File: config.mk
export PLATFORM = sky130hd
export DESIGN_NAME = three_queue_balancer_top
export DESIGN_NICKNAME = d
export VERILOG_FILES = /design/src/hdl/tqb_pkg.sv /design/src/hdl/tqb_queue.sv /design/src/hdl/three_queue_balancer_top.sv
export SDC_FILE = /design/constraint.sdc
export NUM_CORES = 2
export LEC_CHECK = 0
export BUFFER_PORTS_ARGS = -buffer_cell sky130_fd_sc_hd__buf_4
export CORE_ASPECT_RATIO = 2
export CORE_MARGIN = 3
export CORE_UTILIZATION = 35
export DETAILED_ROUTE_END_ITERATION = 16
export HOLD_SLACK_MARGIN = 0.15
export PLACE_DENSITY_LB_ADDON = 0.3
export SLEW_MARGIN = 20
export SYNTH_ARGS = -nofsm -noshare
export SYNTH_HDL_FRONTEND = slang
export SYNTH_SLANG_ARGS = --single-unit
File: constraint.sdc
create_clock -name clk -period 9.3 [get_ports clk]
set_input_delay 0.93 -clock clk [delete_from_list [all_inputs] [get_ports clk]]
set_output_delay 0.93 -clock clk [all_outputs]
set_load 0.1 [all_outputs]
File: src/hdl/tqb_pkg.sv
// ----------------------------------------------------------------------------
// tqb_pkg - shared types and constants for the three-queue balancer
// Queue geometry, field widths, status codes and the rebalance pair order.
// ----------------------------------------------------------------------------
package tqb_pkg;

  localparam int QUEUE_DEPTH = 16;
  localparam int TICKET_BITS = 16;
  localparam int NUM_QUEUES  = 3;
  localparam int NUM_PAIRS   = 6;

  // per-queue fill count, able to hold QUEUE_DEPTH itself
  localparam int COUNT_W = $clog2(QUEUE_DEPTH + 1);
  // width of the config fields and of the count fields on the result port
  localparam int CFG_W     = 5;
  localparam int CNT_OUT_W = 5;
  // compare width: wide enough for a count or a config value plus one carry
  localparam int CMP_W = ((COUNT_W > CFG_W) ? COUNT_W : CFG_W) + 1;

  localparam int QSEL_W  = 2;
  localparam int CFG_IDX_W = 2;

  localparam logic [CFG_IDX_W-1:0] CFG_QUEUE_LIMIT     = 2'd0;
  localparam logic [CFG_IDX_W-1:0] CFG_IMBALANCE_LIMIT = 2'd1;

  localparam logic [CFG_W-1:0] QUEUE_LIMIT_RST     = 5'd10;
  localparam logic [CFG_W-1:0] IMBALANCE_LIMIT_RST = 5'd3;

  typedef enum logic {
    CMD_ENQUEUE = 1'b0,
    CMD_ADVANCE = 1'b1
  } cmd_t;

  typedef enum logic [1:0] {
    STATUS_OK      = 2'd0,
    STATUS_FULL    = 2'd1,
    STATUS_EMPTY   = 2'd2,
    STATUS_BAD_SEL = 2'd3
  } status_t;

  // checked in this order, first hit wins
  localparam logic [QSEL_W-1:0] PAIR_SRC [NUM_PAIRS] = '{2'd0, 2'd0, 2'd1, 2'd1, 2'd2, 2'd2};
  localparam logic [QSEL_W-1:0] PAIR_DST [NUM_PAIRS] = '{2'd1, 2'd2, 2'd0, 2'd2, 2'd0, 2'd1};

  // first phase of a step: the command's own push or pop
  typedef struct packed {
    logic                   push;
    logic                   pop;
    logic [TICKET_BITS-1:0] data;
  } qctl_a_t;

  // second phase: the rebalance move
  typedef struct packed {
    logic                   push;
    logic                   pop;
    logic [TICKET_BITS-1:0] data;
  } qctl_b_t;

endpackage

File: src/hdl/tqb_queue.sv
// ----------------------------------------------------------------------------
// tqb_queue - one bounded shifting ticket FIFO
// Head sits at entry 0. One step applies a command push/pop, then a
// rebalance push/pop, and registers the result.
// ----------------------------------------------------------------------------
module tqb_queue
  import tqb_pkg::*;
(
  input  logic                   clk,
  input  logic                   rst,
  input  qctl_a_t                ctl_a,
  input  qctl_b_t                ctl_b,
  output logic [COUNT_W-1:0]     count,
  output logic [COUNT_W-1:0]     count_mid,
  output logic [TICKET_BITS-1:0] head,
  output logic [TICKET_BITS-1:0] head_mid
);

  logic [TICKET_BITS-1:0] entry      [QUEUE_DEPTH];
  logic [TICKET_BITS-1:0] entry_mid  [QUEUE_DEPTH];
  logic [TICKET_BITS-1:0] entry_next [QUEUE_DEPTH];
  logic [COUNT_W-1:0]     count_next;

  // after the command phase
  always_comb begin
    for (int i = 0; i < QUEUE_DEPTH; i++) begin
      if (ctl_a.pop && (i < QUEUE_DEPTH - 1)) begin
        entry_mid[i] = entry[i + 1];
      end else begin
        entry_mid[i] = entry[i];
      end
      if (ctl_a.push && (count == COUNT_W'(i))) begin
        entry_mid[i] = ctl_a.data;
      end
    end
  end

  assign count_mid = count + COUNT_W'(ctl_a.push) - COUNT_W'(ctl_a.pop);
  assign head      = entry[0];
  assign head_mid  = entry_mid[0];

  // after the rebalance phase
  always_comb begin
    for (int i = 0; i < QUEUE_DEPTH; i++) begin
      if (ctl_b.pop && (i < QUEUE_DEPTH - 1)) begin
        entry_next[i] = entry_mid[i + 1];
      end else begin
        entry_next[i] = entry_mid[i];
      end
      if (ctl_b.push && (count_mid == COUNT_W'(i))) begin
        entry_next[i] = ctl_b.data;
      end
    end
  end

  assign count_next = count_mid + COUNT_W'(ctl_b.push) - COUNT_W'(ctl_b.pop);

  always_ff @(posedge clk) begin
    if (rst) begin
      count <= '0;
    end else begin
      count <= count_next;
    end
  end

  // ticket payload, no reset
  always_ff @(posedge clk) begin
    for (int i = 0; i < QUEUE_DEPTH; i++) begin
      entry[i] <= entry_next[i];
    end
  end

endmodule

File: src/hdl/three_queue_balancer_top.sv
// ----------------------------------------------------------------------------
// three_queue_balancer_top - three ticket queues with one-move rebalancing
// Enqueue into queue 0 or serve the head of a chosen queue, then move at
// most one ticket between queues whose fill counts drift too far apart.
// ----------------------------------------------------------------------------
//
//  channel   handshake               payload
//  --------  ----------------------  ------------------------------------------
//  command   start, busy             cmd, queue_sel, ticket
//  result    done (one-cycle strobe) status, served_valid, served_ticket, moved,
//                                    move_from, move_to, count_a/b/c
//  config    cfg_valid, cfg_ready    cfg_index, cfg_data
//
//  One command transaction per cycle; busy never rises.
//  The result strobes done in the cycle after its command was taken.
//  Whole step (command push/pop plus rebalance move) is one combinational
//  pass from the queue registers to the result registers.
//  Synchronous reset empties all queues and loads the register defaults
//  (queue_limit 10, imbalance_limit 3). The result side has no backpressure.
//
module three_queue_balancer_top
  import tqb_pkg::*;
(
  input  logic                   clk,
  input  logic                   rst,
  // command
  input  logic                   start,
  output logic                   busy,
  input  logic                   cmd,
  input  logic [QSEL_W-1:0]      queue_sel,
  input  logic [TICKET_BITS-1:0] ticket,
  // result
  output logic                   done,
  output logic [1:0]             status,
  output logic                   served_valid,
  output logic [TICKET_BITS-1:0] served_ticket,
  output logic                   moved,
  output logic [QSEL_W-1:0]      move_from,
  output logic [QSEL_W-1:0]      move_to,
  output logic [CNT_OUT_W-1:0]   count_a,
  output logic [CNT_OUT_W-1:0]   count_b,
  output logic [CNT_OUT_W-1:0]   count_c,
  // configuration
  input  logic                   cfg_valid,
  output logic                   cfg_ready,
  input  logic [CFG_IDX_W-1:0]   cfg_index,
  input  logic [CFG_W-1:0]       cfg_data
);

  // config registers
  logic [CFG_W-1:0] queue_limit;
  logic [CFG_W-1:0] imbalance_limit;

  // queue interface
  qctl_a_t                ctl_a     [NUM_QUEUES];
  qctl_b_t                ctl_b     [NUM_QUEUES];
  logic [COUNT_W-1:0]     q_count   [NUM_QUEUES];
  logic [COUNT_W-1:0]     q_cnt_mid [NUM_QUEUES];
  logic [TICKET_BITS-1:0] q_head    [NUM_QUEUES];
  logic [TICKET_BITS-1:0] q_hd_mid  [NUM_QUEUES];

  // step decode
  logic [CMP_W-1:0]       eff_limit;
  logic                   q0_full;
  logic                   sel_bad;
  logic                   sel_empty;
  logic                   do_pop;
  logic                   pair_hit  [NUM_PAIRS];
  logic                   move_hit;
  logic [QSEL_W-1:0]      mv_src;
  logic [QSEL_W-1:0]      mv_dst;
  logic                   dst_full;

  // result register next values
  status_t                status_next;
  logic [TICKET_BITS-1:0] served_ticket_next;

  // result registers
  status_t                status_r;

  assign busy      = 1'b0;
  assign cfg_ready = 1'b1;

  always_ff @(posedge clk) begin
    if (rst) begin
      queue_limit     <= QUEUE_LIMIT_RST;
      imbalance_limit <= IMBALANCE_LIMIT_RST;
    end else if (cfg_valid && cfg_ready) begin
      case (cfg_index)
        CFG_QUEUE_LIMIT:     queue_limit     <= cfg_data;
        CFG_IMBALANCE_LIMIT: imbalance_limit <= cfg_data;
        default: ;
      endcase
    end
  end

  // effective capacity: queue_limit saturated at the physical depth
  always_comb begin
    if (CMP_W'(queue_limit) > CMP_W'(QUEUE_DEPTH)) begin
      eff_limit = CMP_W'(QUEUE_DEPTH);
    end else begin
      eff_limit = CMP_W'(queue_limit);
    end
  end

  // command phase
  assign q0_full   = CMP_W'(q_count[0]) >= eff_limit;
  assign sel_bad   = queue_sel >= QSEL_W'(NUM_QUEUES);
  assign sel_empty = !sel_bad && (q_count[queue_sel] == '0);
  assign do_pop    = start && (cmd == CMD_ADVANCE) && !sel_bad && !sel_empty;

  always_comb begin
    for (int q = 0; q < NUM_QUEUES; q++) begin
      ctl_a[q].push = start && (cmd == CMD_ENQUEUE) && (q == 0) && !q0_full;
      ctl_a[q].pop  = do_pop && (queue_sel == QSEL_W'(q));
      ctl_a[q].data = ticket;
    end
  end

  // rebalance phase, on counts left by the command phase
  always_comb begin
    for (int p = 0; p < NUM_PAIRS; p++) begin
      pair_hit[p] = CMP_W'(q_cnt_mid[PAIR_SRC[p]]) >
                    CMP_W'(q_cnt_mid[PAIR_DST[p]]) + CMP_W'(imbalance_limit);
    end
  end

  // first pair in the fixed order wins
  always_comb begin
    move_hit = 1'b0;
    mv_src   = '0;
    mv_dst   = '0;
    for (int p = 0; p < NUM_PAIRS; p++) begin
      if (!move_hit && pair_hit[p]) begin
        move_hit = 1'b1;
        mv_src   = PAIR_SRC[p];
        mv_dst   = PAIR_DST[p];
      end
    end
  end

  // a full destination drops the moved ticket; the source still loses it
  assign dst_full = CMP_W'(q_cnt_mid[mv_dst]) >= eff_limit;

  always_comb begin
    for (int q = 0; q < NUM_QUEUES; q++) begin
      ctl_b[q].pop  = start && move_hit && (mv_src == QSEL_W'(q));
      ctl_b[q].push = start && move_hit && !dst_full && (mv_dst == QSEL_W'(q));
      ctl_b[q].data = q_hd_mid[mv_src];
    end
  end

  for (genvar q = 0; q < NUM_QUEUES; q++) begin : g_queue
    tqb_queue u_queue (
      .clk       (clk),
      .rst       (rst),
      .ctl_a     (ctl_a[q]),
      .ctl_b     (ctl_b[q]),
      .count     (q_count[q]),
      .count_mid (q_cnt_mid[q]),
      .head      (q_head[q]),
      .head_mid  (q_hd_mid[q])
    );
  end

  // result of this transaction
  always_comb begin
    served_ticket_next = '0;
    if (cmd == CMD_ENQUEUE) begin
      status_next = q0_full ? STATUS_FULL : STATUS_OK;
    end else if (sel_bad) begin
      status_next = STATUS_BAD_SEL;
    end else if (sel_empty) begin
      status_next = STATUS_EMPTY;
    end else begin
      status_next        = STATUS_OK;
      served_ticket_next = q_head[queue_sel];
    end
  end

  always_ff @(posedge clk) begin
    if (rst) begin
      done <= 1'b0;
    end else begin
      done <= start && !busy;
    end
  end

  // payload of the result, no reset
  always_ff @(posedge clk) begin
    if (start && !busy) begin
      status_r      <= status_next;
      served_valid  <= do_pop;
      served_ticket <= served_ticket_next;
      moved         <= move_hit;
      move_from     <= move_hit ? mv_src : '0;
      move_to       <= move_hit ? mv_dst : '0;
    end
  end

  assign status = status_r;

  // queue counts already hold the post-step values while done is high
  assign count_a = CNT_OUT_W'(q_count[0]);
  assign count_b = CNT_OUT_W'(q_count[1]);
  assign count_c = CNT_OUT_W'(q_count[2]);

endmodule

Word level (Yosys, flattened, before mapping). Memory sizes are Yosys's and may differ from the RTL's. Cells that the tools add are included.

Bitwise gates (word level): 4. Reduce and logical (&&, ||, !) cells: 107. Eq/ne operators: 67. Muxes and demuxes: 187. Magnitude comparators: 13. Add/subtract/negate cells: 13.

Operator list (count): 2-to-1 mux 16 bit (158); == test 5 x 4 -> 1 bit, second input constant (32); logical AND 1 bit (86); == test 5 x 3 -> 1 bit, second input constant (16); binary-select mux 16 bit (select 2 bit) (2); == test 5 x 2 -> 1 bit, second input constant (8); greater-than comparator 5 x 6 -> 1 bit (6); subtractor 5 x 1 -> 5 bit (6); zero test 5 bit (5); 2-to-1 mux 5 bit (5); 2-to-1 mux 2 bit (11); adder 5 x 1 -> 5 bit (4); binary-select mux 5 bit (select 2 bit) (2); == test 5 x 1 -> 1 bit, second input constant (4); adder 5 x 5 -> 6 bit (3); >= comparator 5 x 6 -> 1 bit (2); >= comparator 3 bit, second input constant (3); zero test 1 bit (9); 2-to-1 mux 1 bit (9); NOT 2 -> 3 bit (3); == test 2 x 1 -> 1 bit, second input constant (4); zero test 2 bit (4); == test 2 bit, second input constant (3); greater-than comparator 5 bit, second input constant (1); 4 further kinds (5).

Memories: 3. Word-level logic and storage cells: 406. Output and inout bits: 42. Register bits after elaboration: 50. Bits of input ports: 30. RAM bits: 768.

Memory list: g_queue[0].u_queue.entry (words 16, bits a word 16, rd ports 16, clocked after memory_dff 0, write ports 16, line tqb_queue.sv:19) `logic [TICKET_BITS-1:0] entry [QUEUE_DEPTH];`; g_queue[1].u_queue.entry (words 16, bits a word 16, rd ports 16, clocked after memory_dff 0, write ports 16, line tqb_queue.sv:19); g_queue[2].u_queue.entry (words 16, bits a word 16, rd ports 16, clocked after memory_dff 0, write ports 16, line tqb_queue.sv:19).

Longest topological paths before layout.
Word-level depth: 38. Depth in mapped cells: 46. Gate-level depth less buffers: 39.

Cells and area by module. Synthesis repeated with hierarchy kept, for this count alone.

Cell total of the unflattened synthesis: 5072. Area, all modules: 55921.1 µm².

By module, submodules not included: tqb_queue (g_queue[1].u_queue) (sequential area each 5225.0 µm², cells each 1555, area each 17454.2 µm², instances 1); tqb_queue (g_queue[0].u_queue) (sequential area each 5225.0 µm², cells each 1554, area each 17410.4 µm², instances 1); tqb_queue (g_queue[2].u_queue) (sequential area each 5225.0 µm², cells each 1554, area each 17394.2 µm², instances 1); three_queue_balancer_top (sequential area each 940.9 µm², cells each 409, area each 3662.3 µm², instances 1).

Worst setup path before layout. Ideal clock, no wire load.

Path type: reg-to-reg. From: reg g_queue[0].u_queue.count[4]. To: reg g_queue[2].u_queue.count[4]. Library setup time: 128 ps. Path buffers: 7. Required time: 9172 ps. Slack: -380 ps. Stages on the path, launching flop included: 46. Data arrival time: 9553 ps. Period minus slack after synthesis: 9680 ps. Cell sequence: dfxtp_1 > buf_2 > nor3_1 > nand2_1 > nand3_1 > inv_1 > buf_2 > buf_2 > buf_2 > buf_2 > ha_1 > inv_1 > ha_1 > fa_1 > a21oi_1 > o21bai_1 > xnor2_1 > ha_1 > (+10 left out) > ha_1 > nand2b_1 > a21o_1 > a21o_1 > a21o_1 > a21oi_1 > and3_1 > buf_4 > ha_1 > inv_1 > fa_1 > inv_1 > a21oi_1 > nor2_1 > nor2_1 > xnor2_1 > xnor2_1 > nor2_1.

Word-level cells in the longest chain between the ends: 37. Elaborated cells between the ends (all ways): 66. Those cells by class: add/sub: 9; order compare: 8; eq/ne: 2; mux: 22; bitwise: 1; reduce/logical: 24.

RTL lines: start: declaration (line tqb_queue.sv:13) `output logic [COUNT_W-1:0] count,`; start signal: assignment (line tqb_queue.sv:62) `count <= count_next;`; binary-select mux 5 bit (select 2 bit) (line three_queue_balancer_top.sv:109) `assign sel_empty = !sel_bad && (q_count[queue_sel] == '0);`; 2-to-1 mux 5 bit (implied by the code) (2 in series) (line three_queue_balancer_top.sv:109); zero test 5 bit (line three_queue_balancer_top.sv:109); logical AND 1 bit (line three_queue_balancer_top.sv:109); zero test 1 bit (line three_queue_balancer_top.sv:110) `assign do_pop = start && (cmd == CMD_ADVANCE) && !sel_bad && !sel_empty;`; logical AND 1 bit (line three_queue_balancer_top.sv:110); logical AND 1 bit (line three_queue_balancer_top.sv:115) `ctl_a[q].pop = do_pop && (queue_sel == QSEL_W'(q));`; subtractor 5 x 1 -> 5 bit (line tqb_queue.sv:38) `assign count_mid = count + COUNT_W'(ctl_a.push) - COUNT_W'(ctl_a.pop);`; (+18 left out); NOT 2 -> 3 bit (implied by the code) (line three_queue_balancer_top.sv:143) `assign dst_full = CMP_W'(q_cnt_mid[mv_dst]) >= eff_limit;`; binary-select mux 5 bit (select 2 bit) (line three_queue_balancer_top.sv:143); 2-to-1 mux 5 bit (implied by the code) (2 in series) (line three_queue_balancer_top.sv:143); >= comparator 5 x 6 -> 1 bit (line three_queue_balancer_top.sv:143); zero test 1 bit (line three_queue_balancer_top.sv:148) `ctl_b[q].push = start && move_hit && !dst_full && (mv_dst == QSEL_W'(q));`; logical AND 1 bit (2 in series) (line three_queue_balancer_top.sv:148); adder 5 x 1 -> 5 bit (line tqb_queue.sv:56) `assign count_next = count_mid + COUNT_W'(ctl_b.push) - COUNT_W'(ctl_b.pop);`; subtractor 5 x 1 -> 5 bit (*) (line tqb_queue.sv:56); end signal: assignment (line tqb_queue.sv:62); end: declaration (line tqb_queue.sv:13).

Every way passes the cells marked *; elsewhere a longest branch is shown, timed or not. The select of a mux whose other input is x is not followed. A chain may end at the register's enable or synchronous reset.

==> metrics.yaml <==
layout:
  layout_commonest_cell: "mux2i_1"
  multiInputGateArea_um2: 29740
  regArea_um2: 16940
  nFillCells: 14220
  area_growth_pct: 8.359
  drive_above_1_share_pct: 11.50
  final_nets: 5678
  mostFrequentLayoutCells: "mux2i_1 (895), nand2_1 (880), dfxtp_1 (756), nor2_1 (689), o21ai_0 (348)"
  stdcell_area_um2: 53610
critical_path:
  critPathLaunchType: "flop"
  crit_family: "compound AO/OA/AOI/OAI gates"
  rr_startpoint: "queue_limit[0]$_SDFFE_PP0P_"
  cp-end-kind: "flop"
  slowest_delay_ps: 810
  worstPathMaxFanout: 18
  worst_path_most_repeated_cell: "a21o_1"
  reg2reg_depth: 30
  arrival_ps: 9040
  crit_buf_inv: 2
  cp.required_ps: 9810
  startpoint: "queue_limit[0]$_SDFFE_PP0P_"
  r2r_slack_ps: 770
  cpMaxStageDelayCell: "or3_1"
  crit_type: "flop to flop"
  rr_endpoint: "g_queue[0].u_queue.entry[0][116]$_DFF_P_"
logic_synthesis:
  synthCells: 5855
  ys_ff_latch: 818
  synth_area_um2: 49470
  yosys_warnings: 0
  synth_fp_nets: 5984
  syn_avg_cell_area_um2: 8.450
  yosysUniqueCellTypes: 85
  yosys.area.top_type_share_pct: 30.83
  yosysTopAreaCell: "dfxtp_1"
  ys.flop_type: "dfxtp_1"
  synth_area_leaders: "dfxtp_1 (31%), mux2i_1 (18%), nand2_1 (6.8%)"
  synth_async_sr_flop_share_pct: 0
  synth-edff-count: 56
  seq_area_frac_synth_pct: 34.23
drt:
  routed_wl_um: 168700
  drt_pass1_iterations: 7
  route.detailed.drc: 0
  antenna_left: 0
  drt_iter0_drc: 3710
  wl_per_cell_um: 22.58
  avgViaCountPerCell: 5.844
  num_vias: 43670
min_path:
  hold_end: "queue_limit[1]$_SDFFE_PP1P_"
  hp-start: "cfg_data[1]"
  holdPathStages: 2
  min_path_type: "primary input to flop"
timing:
  fmax_ghz: 0.1173
  slew_viol_final: 0
  slew_headroom_pct: 5.638
  finalClockSkew_ps: 24.73
  min_period_ps: 8528
  fin_setup_tns_ps: 0
  hold_viol_final: 0
  fin_crit_sh_pct: 91.70
  rsz0062_at_grt: "no"
  worst_slew_pin_slew_ps: 1415
  finalSetupViolCount: 0
grt:
  grt_pass1_wl_um: 258200
  antenna_found_initial: 3
  grt_overflow_total: 0
  grt_pass1_vias: 42710
  grt_usage_pct: 22.19
  grt_max_degree: 241
die:
  core_area_um2: 140100
  start_util_pct: 35.32
  io_pins: 72
  die-width_um: 271.8
  dieArea_um2: 146200
  placementRows: 194
  die_y_um: 537.7
clock_network:
  cts_tree: "built"
  cts_resized: 0
  clock_path_buffers: 3
  cts_buffers: 79
  cts-root-buf: "clkbuf_16"
  cts_max_level: 3
  cts.sinks: 818
  path_clk_slew_ps: 70
  clk_latency_ps: 690
  holdBufCountCts: 0
  post_cts_buffers: 0
placement:
  place.gp.congestion: 0.9637
  numPortBuffers: 69
  dpl_cell_area_um2: 50900
  dp_hpwl_um: 111800
run_status:
  outcome: "complete, no violations"
run:
  drv_cap: 0
-- worst max path at each step --
stage                                                           to  depth (start not counted)
after detailed placement  g_queue[0].u_queue.entry[0][120]$_DFF_P_                         32
after global placement      g_queue[2].u_queue.count[4]$_SDFF_PP0_                         40
after CTS                 g_queue[0].u_queue.entry[0][116]$_DFF_P_                         31
after global routing        g_queue[0].u_queue.count[4]$_SDFF_PP0_                         38
after floorplan             g_queue[2].u_queue.count[4]$_SDFF_PP0_                         45
final                     g_queue[0].u_queue.entry[0][116]$_DFF_P_                         30
-- Yosys cell counts (all sizes together) (8+ instances only) --
master   number
edfxtp       56
buf         247
inv          69
nor3         54
mux2        217
nor2b        18
nor2        694
xnor2        15
o21ai       359
a21o         13
nand4        20
and3         12
o22ai       219
clkbuf      334
a32o         80
o211a         8
a2bb2oi      17
a211oi        8
ha           92
mux2i       895
o221ai      231
a21oi       226
xor2         17
nand3        38
nand2b       11
a22o         10
or3          14
a32oi       137
o211ai        8
dfxtp       762
nand2       900
-- sequential cells by signal, summed over array words and instances (netlist names), 2 cells and up --
| signal | count |
|---|---|
| served_ticket | 16 |
| queue_limit | 5 |
| g_queue.u_queue.entry | 768 |
| g_queue.u_queue.count | 15 |
| status | 2 |
| move_from | 2 |
| imbalance_limit | 5 |
| move_to | 2 |
-- per-stage QoR --
stage                     instances  hold slack (ps)  setup WS, ps  utilization, %
final                          7473            470.0         772.1           38.28
after global placement         7330            496.0         310.5           36.34
after floorplan                5855            452.0         30.11               -
after detailed placement       7330            512.2         338.4           36.34
after global routing           7473            465.2         240.3           38.28
after CTS                      7472            429.6         735.6           38.26
-- layout make-up --
cell class / instances / share of cell area [%]
Inverter: 72 / 0.5555
Clock inverter: 30 / 0.6325
Multi-Input combinational cell: 4384 / 55.49
Tap cell: 1862 / 4.346
Clock buffer: 112 / 4.372
Antenna cell: 1 / 0.004668
Sequential cell: 818 / 31.61
Timing Repair Buffer: 194 / 2.997
-- cells by family after synthesis --
family	after synthesis	synth area share, %
compound gates	1348	18.72
xor+xnor	32	0.5665
fa+ha+maj	99	2.610
buf+inv	653	5.991
flops	818	34.23
mux	1112	23.05
other cells	2	0.01518
simple gates	1791	14.82
-- routing by layer --
metal | GRT usage, % | vias up | share of wire [%]
li1 | - | 20610 | -
met1 | 24.12 | 21350 | 38
met2 | 39.71 | 1271 | 51
met3 | 2.639 | 447 | 3.9
met4 | 16.12 | 2 | 8.0
met5 | 0 | - | 0.012
Power is not shown: default switching activity piles up to over one toggle a cycle in this logic, so the estimate is an artifact.
